`src/assert_macros.svh`:
```
// ----------------------------------------------------------------------------
// assert_macros.svh
// Assertion helpers used by the power-state sync presser core.
// ----------------------------------------------------------------------------
`ifndef ASSERT_MACROS_SVH
`define ASSERT_MACROS_SVH

// Check a property on every rising clock edge outside reset.
`define PSSP_ASSERT(label, clk, rstn, prop, msg) \
    label: assert property (@(posedge clk) disable iff (!(rstn)) (prop)) else $error(msg);

// Check a property on every rising clock edge, reset included.
`define PSSP_ASSERT_ALWAYS(label, clk, prop, msg) \
    label: assert property (@(posedge clk) (prop)) else $error(msg);

`endif

```
`src/pssp_pkg.sv`:
```
// ----------------------------------------------------------------------------
// pssp_pkg
// Types, register map and helpers for the power-state sync presser.
// ----------------------------------------------------------------------------
package pssp_pkg;

    localparam int TIMER_W = 16;
    localparam int RUN_W   = 8;
    localparam int CFG_W   = 16;
    localparam int IDX_W   = 2;

    localparam logic [TIMER_W-1:0] RESET_CHECK_INTERVAL  = 16'd250;
    localparam logic [TIMER_W-1:0] RESET_PRESS_LENGTH    = 16'd1000;
    localparam logic [TIMER_W-1:0] RESET_COOLDOWN_LENGTH = 16'd5000;
    localparam logic [RUN_W-1:0]   RESET_MISMATCH_NEEDED = 8'd2;
    localparam logic [RUN_W-1:0]   RUN_LIMIT             = 8'hFF;

    typedef enum logic [IDX_W-1:0] {
        REG_CHECK_INTERVAL  = 2'd0,
        REG_PRESS_LENGTH    = 2'd1,
        REG_COOLDOWN_LENGTH = 2'd2,
        REG_MISMATCH_NEEDED = 2'd3
    } pssp_reg_t;

    typedef struct packed {
        logic update_desired;
        logic desired_on;
        logic led_line_level;
    } pssp_in_t;

    typedef struct packed {
        logic             button_drive;
        logic             press_started;
        logic             press_ended;
        logic             led_on;
        logic [RUN_W-1:0] mismatch_count;
    } pssp_out_t;

    typedef struct packed {
        logic [TIMER_W-1:0] check_interval;
        logic [TIMER_W-1:0] press_length;
        logic [TIMER_W-1:0] cooldown_length;
        logic [RUN_W-1:0]   mismatch_needed;
    } pssp_cfg_t;

    typedef struct packed {
        logic               desired_known;
        logic               desired_state;
        logic               press_active;
        logic [TIMER_W-1:0] press_timer;
        logic [TIMER_W-1:0] check_timer;
        logic [TIMER_W-1:0] cooldown_timer;
        logic [RUN_W-1:0]   mismatch_run;
    } pssp_state_t;

    localparam pssp_state_t STATE_RESET = '{
        desired_known:  1'b0,
        desired_state:  1'b0,
        press_active:   1'b0,
        press_timer:    '0,
        check_timer:    '0,
        cooldown_timer: '0,
        mismatch_run:   '0
    };

    // Decrement, hold at zero.
    function automatic logic [TIMER_W-1:0] count_down(input logic [TIMER_W-1:0] t);
        count_down = (t == '0) ? '0 : t - 1'b1;
    endfunction

endpackage

```
`src/pssp_cfg.sv`:
```
// ----------------------------------------------------------------------------
// pssp_cfg
// Configuration register file: four write-only registers with reset values.
// ----------------------------------------------------------------------------
module pssp_cfg (
    input  logic                           aclk,
    input  logic                           aresetn,
    input  logic                           cfg_we,
    input  logic [pssp_pkg::IDX_W-1:0]     cfg_index,
    input  logic [pssp_pkg::CFG_W-1:0]     cfg_wdata,
    output pssp_pkg::pssp_cfg_t            cfg
);
    import pssp_pkg::*;

    pssp_cfg_t cfg_reg;
    pssp_cfg_t cfg_next;

    always_comb begin
        cfg_next = cfg_reg;
        if (cfg_we) begin
            unique case (pssp_reg_t'(cfg_index))
                REG_CHECK_INTERVAL:  cfg_next.check_interval  = cfg_wdata;
                REG_PRESS_LENGTH:    cfg_next.press_length    = cfg_wdata;
                REG_COOLDOWN_LENGTH: cfg_next.cooldown_length = cfg_wdata;
                REG_MISMATCH_NEEDED: cfg_next.mismatch_needed = cfg_wdata[RUN_W-1:0];
                default:             cfg_next = cfg_reg;
            endcase
        end
    end

    always_ff @(posedge aclk) begin
        if (!aresetn) begin
            cfg_reg.check_interval  <= RESET_CHECK_INTERVAL;
            cfg_reg.press_length    <= RESET_PRESS_LENGTH;
            cfg_reg.cooldown_length <= RESET_COOLDOWN_LENGTH;
            cfg_reg.mismatch_needed <= RESET_MISMATCH_NEEDED;
        end else begin
            cfg_reg <= cfg_next;
        end
    end

    assign cfg = cfg_reg;

endmodule

```
`src/pssp_step.sv`:
```
// ----------------------------------------------------------------------------
// pssp_step
// One tick of the presser: timer countdown, LED check, press start and end.
// ----------------------------------------------------------------------------
module pssp_step (
    input  pssp_pkg::pssp_cfg_t   cfg,
    input  pssp_pkg::pssp_state_t cur,
    input  pssp_pkg::pssp_in_t    word_in,
    output pssp_pkg::pssp_state_t nxt,
    output pssp_pkg::pssp_out_t   word_out
);
    import pssp_pkg::*;

    logic             led_on;
    logic             started;
    logic             ended;
    logic [RUN_W-1:0] run_inc;

    assign led_on  = ~word_in.led_line_level;
    assign run_inc = (cur.mismatch_run != RUN_LIMIT) ? cur.mismatch_run + 1'b1
                                                      : cur.mismatch_run;

    always_comb begin
        nxt                = cur;
        started            = 1'b0;
        ended              = 1'b0;
        nxt.press_timer    = count_down(cur.press_timer);
        nxt.check_timer    = count_down(cur.check_timer);
        nxt.cooldown_timer = count_down(cur.cooldown_timer);

        // Take a new desired state before this tick's check.
        if (word_in.update_desired) begin
            nxt.desired_state = word_in.desired_on;
            nxt.desired_known = 1'b1;
        end

        if (nxt.desired_known) begin
            if (cur.press_active) begin
                if (nxt.press_timer == '0) begin
                    nxt.press_active   = 1'b0;
                    ended              = 1'b1;
                    nxt.check_timer    = cfg.check_interval;
                    nxt.cooldown_timer = cfg.cooldown_length;
                    nxt.mismatch_run   = '0;
                end
            end else if (nxt.check_timer == '0) begin
                nxt.check_timer = cfg.check_interval;
                if (nxt.desired_state == led_on || nxt.cooldown_timer != '0) begin
                    nxt.mismatch_run = '0;
                end else if (run_inc >= cfg.mismatch_needed) begin
                    nxt.mismatch_run = '0;
                    nxt.press_active = 1'b1;
                    nxt.press_timer  = cfg.press_length;
                    started          = 1'b1;
                end else begin
                    nxt.mismatch_run = run_inc;
                end
            end
        end
    end

    assign word_out.button_drive   = nxt.press_active;
    assign word_out.press_started  = started;
    assign word_out.press_ended    = ended;
    assign word_out.led_on         = led_on;
    assign word_out.mismatch_count = nxt.mismatch_run;

endmodule

```
`src/power_state_sync_presser_core.sv`:
```
// A word accepted on s_ moves from the input register to the result register and onto m_.
// Throughput: one word per cycle while m_ready is high; state updates in one pass of pssp_step.
// The input register takes a new word whenever it is empty or its word moves
// into the result register in the same cycle.
// Reset (aresetn low, synchronous): pipeline empty, tick state cleared,
// configuration registers back to 250 / 1000 / 5000 / 2.
// ----------------------------------------------------------------------------
// power_state_sync_presser_core
// Top level: input register, tick update, result register and config port.
// ----------------------------------------------------------------------------
`include "assert_macros.svh"

module power_state_sync_presser_core (
    input  logic                       aclk,
    input  logic                       aresetn,
    input  logic                       s_valid,
    output logic                       s_ready,
    input  pssp_pkg::pssp_in_t         s_data,
    output logic                       m_valid,
    input  logic                       m_ready,
    output pssp_pkg::pssp_out_t        m_data,
    input  logic                       cfg_we,
    input  logic [pssp_pkg::IDX_W-1:0] cfg_index,
    input  logic [pssp_pkg::CFG_W-1:0] cfg_wdata
);
    import pssp_pkg::*;

    pssp_cfg_t   cfg;
    logic        in_valid_reg;
    pssp_in_t    in_data_reg;
    logic        out_valid_reg;
    pssp_out_t   out_data_reg;
    pssp_state_t state_reg;
    pssp_state_t state_next;
    pssp_out_t   result;
    logic        advance;

    pssp_cfg u_cfg (
        .aclk      (aclk),
        .aresetn   (aresetn),
        .cfg_we    (cfg_we),
        .cfg_index (cfg_index),
        .cfg_wdata (cfg_wdata),
        .cfg       (cfg)
    );

    pssp_step u_step (
        .cfg      (cfg),
        .cur      (state_reg),
        .word_in  (in_data_reg),
        .nxt      (state_next),
        .word_out (result)
    );

    // Move the held word into the result register when it is free or draining.
    assign advance = in_valid_reg && (!out_valid_reg || m_ready);
    assign s_ready = !in_valid_reg || advance;

    always_ff @(posedge aclk) begin
        if (!aresetn) begin
            in_valid_reg  <= 1'b0;
            out_valid_reg <= 1'b0;
            state_reg     <= STATE_RESET;
        end else begin
            if (s_ready) begin
                in_valid_reg <= s_valid;
            end
            if (advance) begin
                out_valid_reg <= 1'b1;
                state_reg     <= state_next;
            end else if (m_ready) begin
                out_valid_reg <= 1'b0;
            end
        end
    end

    always_ff @(posedge aclk) begin
        if (s_ready && s_valid) begin
            in_data_reg <= s_data;
        end
        if (advance) begin
            out_data_reg <= result;
        end
    end

    assign m_valid = out_valid_reg;
    assign m_data  = out_data_reg;

    `PSSP_ASSERT(a_start_drives, aclk, aresetn, (m_valid && m_data.press_started) |-> m_data.button_drive, "press start without button drive")
    `PSSP_ASSERT(a_end_releases, aclk, aresetn, (m_valid && m_data.press_ended) |-> !m_data.button_drive, "press end with button still driven")
    `PSSP_ASSERT(a_idle_quiet, aclk, aresetn, !state_reg.desired_known |-> (!state_reg.press_active && state_reg.mismatch_run == '0), "activity before a desired state")
    `PSSP_ASSERT(a_state_only_on_advance, aclk, aresetn, !$past(advance) |-> $stable(state_reg), "tick state changed without a word")

endmodule

```
`config.mk`:
```
export PLATFORM = sky130hd
export DESIGN_NAME = power_state_sync_presser_core
export DESIGN_NICKNAME = d
export VERILOG_FILES = /design/src/pssp_pkg.sv /design/src/pssp_cfg.sv /design/src/pssp_step.sv /design/src/power_state_sync_presser_core.sv
export VERILOG_INCLUDE_DIRS = /design/src /design/src/src
export SDC_FILE = /design/constraint.sdc
export NUM_CORES = 1
export LEC_CHECK = 0
export BUFFER_PORTS_ARGS = -buffer_cell sky130_fd_sc_hd__buf_4
export CORE_ASPECT_RATIO = 1.25
export CORE_MARGIN = 4
export CORE_UTILIZATION = 65
export DETAILED_ROUTE_END_ITERATION = 10
export PLACE_DENSITY = 0.95
export SYNTH_ARGS = -nofsm -noshare
export SYNTH_HDL_FRONTEND = slang
export SYNTH_SLANG_ARGS = --single-unit
export TNS_END_PERCENT = 5
```
`constraint.sdc`:
```
create_clock -name aclk -period 6.4 [get_ports aclk]
set_input_delay 0.96 -clock aclk [delete_from_list [all_inputs] [get_ports aclk]]
set_output_delay 0.96 -clock aclk [all_outputs]
set_load 0.01 [all_outputs]
```
==> results.py <==
metrics = {
    "detailed_routing": {
        "first_pass_iters": 8,
        "finalWirelength_microns": 19800,
        "viasPerCell": 6.66,
        "final_antenna_net_count": 0,
        "num_vias": 6987,
        "drt_iter0_drc": 855,
        "drcViolationCount": 0,
        "wl_per_cell_microns": 18.8,
    },
    "logic_synthesis": {
        "syn_avg_cell_area_sq_um": 7.72,
        "synth.top_cell.area_share_pct": 33.4,
        "mappedNetlistNets": 947,
        "synth-seq-cells": 132,
        "yosysTopAreaCell": "dfxtp_1",
        "syn-instance-count": 908,
        "async_reset_ff_share_pct": 0,
        "ys_top_cells_by_area": "dfxtp_1 (33%), nand2_1 (9.8%), a21oi_1 (6.6%)",
        "ys.flop_type": "dfxtp_1",
        "yosysWarnings": 0,
        "ys_seq_area_share_pct": 39.8,
        "netlist_area_sq_um": 7010,
        "ys_types": 68,
        "synth_edf_count": 15,
    },
    "grt": {
        "gr-total-overflow": 0,
        "grt_first_pass_wirelength_microns": 31900,
        "grt_usage_pct": 32.1,
        "grt_max_degree": 72,
        "first_global_vias": 6429,
        "antenna_found_initial": 0,
    },
    "clock_network": {
        "post-cts-setup-buffer-count": 0,
        "hold_buffers": 0,
        "cts_buffer_depth": 2,
        "clkTransAtPathRegs_ps": 60,
        "cts_resized": 0,
        "clock_sinks": 132,
        "clkLatencyLatePin_ps": 420,
        "clockRootBuffer": "clkbuf_16",
        "cts_htree_levels": 4,
        "cts_buffers": 17,
        "cts_tree": "built",
    },
    "place": {
        "dpl.hpwl_microns": 12100,
        "place_ws_ps": 2020,
        "portBuffers": 39,
        "dpl.cell_count": 1017,
        "gp_congestion": 0.947,
    },
    "power": {
        "ir_drop_mv": 0.352,
        "power_density_nw_per_um2": 315,
        "p_leak_nw": 3.06,
    },
    "sta": {
        "max_slew_margin_pct": 19.2,
        "fin_crit_ps": 4440,
        "setup_violations": 0,
        "finalHoldViolCount": 0,
        "max_freq_ghz": 0.225,
        "whs_ps": 458,
        "period_share_pct": 69.4,
        "setup_tns_ps": 0,
        "tightestPinTransition_ps": 1210,
        "rsz0062_at_grt": "no",
        "finalClockSkew_ps": 7.58,
        "maxSlewViolCount": 0,
        "fin_ws_ps": 1960,
    },
    "worst_setup_path": {
        "cp-start-kind": "flip-flop",
        "path_max_fanout": 25,
        "end_kind": "flip-flop",
        "critPathRequiredTime_ps": 6720,
        "worstSetupPathType": "reg -> reg",
        "cp.arrival_ps": 4760,
    },
    "hold_path": {
        "hold_path_class": "reg -> reg",
    },
    "die": {
        "die_w_microns": 101,
        "rows": 42,
        "start_util_pct": 66.4,
        "dieArea_sq_um": 12500,
        "fp.dieH_microns": 124,
        "core_sq_um": 10600,
        "ios": 40,
    },
    "final_layout": {
        "drive_gt1_share_pct": 9.81,
        "largest_reg_flops": 59,
        "fillCellCount": 674,
        "final_cells": 1049,
        "diodes": 0,
        "syn2layout_area_growth_pct": 11.4,
        "nets": 943,
    },
    "job": {
        "maxCapViolations": 0,
    },
    "run_status": {
        "status": "finished clean",
    },
}
## per-layer routing
| metal | share of wire [%] | global-route usage [%] |
|---|---|---|
| met1 | 36 | 38.9 |
| met4 | 5.2 | 18.0 |
| met3 | 11 | 7.28 |
| met2 | 48 | 52.6 |
| met5 | 0 | 0 |
## critical path, cell delays in order (launching register included)
cell	delay [ps]
dfxtp_1	470
and2_1	250
and4_1	240
nand3_1	260
and3_1	310
nand3_1	100
xnor2_1	180
ha_1	320
a2111oi_0	670
a31oi_1	370
and4_1	530
or3_1	410
a221oi_1	220
## power by group
part / switching (mW) / internal, mW
registers: 0.0621 / 0.888
clock network: 0.358 / 0.623
logic: 0.317 / 0.213
total: 0.738 / 1.72
## kinds of logic after synthesis
kind of cell	count (synthesis)	share of synthesized area, %
compound gates	212	17.9
xor+xnor	24	3.00
fa+ha+maj	13	2.32
buf+inv	90	5.44
flops	132	39.8
mux	17	2.50
simple gates	420	29.0
## layout by cell type, fill, tap and decap left out, types with 6 or more instances in the layout
cell type  instances
a211oi_1           6
a21oi_1           92
a31oi_1           21
buf_4             41
clkbuf_16         17
dfxtp_1          117
edfxtp_1          15
ha_1              13
inv_1             24
mux2i_1           13
nand2_1          184
nand2b_1           8
nand3_1           49
nand4_1            6
nor2_1            45
nor2b_1            7
nor3_1            30
nor4_1            16
o21ai_0           50
or2_2              6
or3_1             24
or4_1             10
xnor2_1           18
xor2_1             6
## synth_stat cells, types with 4 or more instances
cell type    n
a211oi_1     6
a21o_1       4
a21oi_1     92
a31oi_1     21
and2_1       5
and4_1       5
buf_2        8
buf_6        4
clkbuf_1    48
dfxtp_1    117
edfxtp_1    15
ha_1        13
inv_1       25
mux2_2       4
mux2i_1     13
nand2_1    184
nand2b_1     8
nand3_1     49
nand3b_1     4
nand4_1      6
nor2_1      45
nor2b_1      7
nor3_1      31
nor3b_1      4
nor4_1      16
nor4b_1      4
o211ai_1     5
o21a_1       5
o21ai_0     50
or2_2        6
or3_1       24
or4_1       10
xnor2_1     18
xor2_1       6
## layout make-up
class	instances	area, sq um	share of cell area [%]
Timing Repair Buffer	41	308	3.94
Clock buffer	24	502	6.42
Inverter	26	97.6	1.25
Sequential cell	132	2790	35.8
Clock inverter	8	96.3	1.23
Tap cell	132	165	2.11
Multi-Input combinational cell	686	3850	49.3
## per-stage QoR
step	util [%]	area, sq um	power [mW]
finish	73.9	7810	2.46
global route	73.9	7810	2.55
CTS	73.9	7810	2.44
detailed placement	68.3	7210	1.46
global placement	68.3	7210	1.45
floorplan	-	7010	1.35
## final timing paths
kind / startpoint / to / slack [ps] / depth (start not counted)
max: state_reg[2]$_SDFFE_PN0P_ / state_reg[40]$_SDFFE_PN0P_ / 1960 / 12
min: u_cfg.cfg[55]$_SDFFE_PN0P_ / u_cfg.cfg[55]$_SDFFE_PN0P_ / 460 / 2
max reg2reg: state_reg[2]$_SDFFE_PN0P_ / state_reg[40]$_SDFFE_PN0P_ / 1960 / 12
min reg2reg: u_cfg.cfg[55]$_SDFFE_PN0P_ / u_cfg.cfg[55]$_SDFFE_PN0P_ / 460 / 2
No activity file was read; power rests on OpenSTA's default activity.
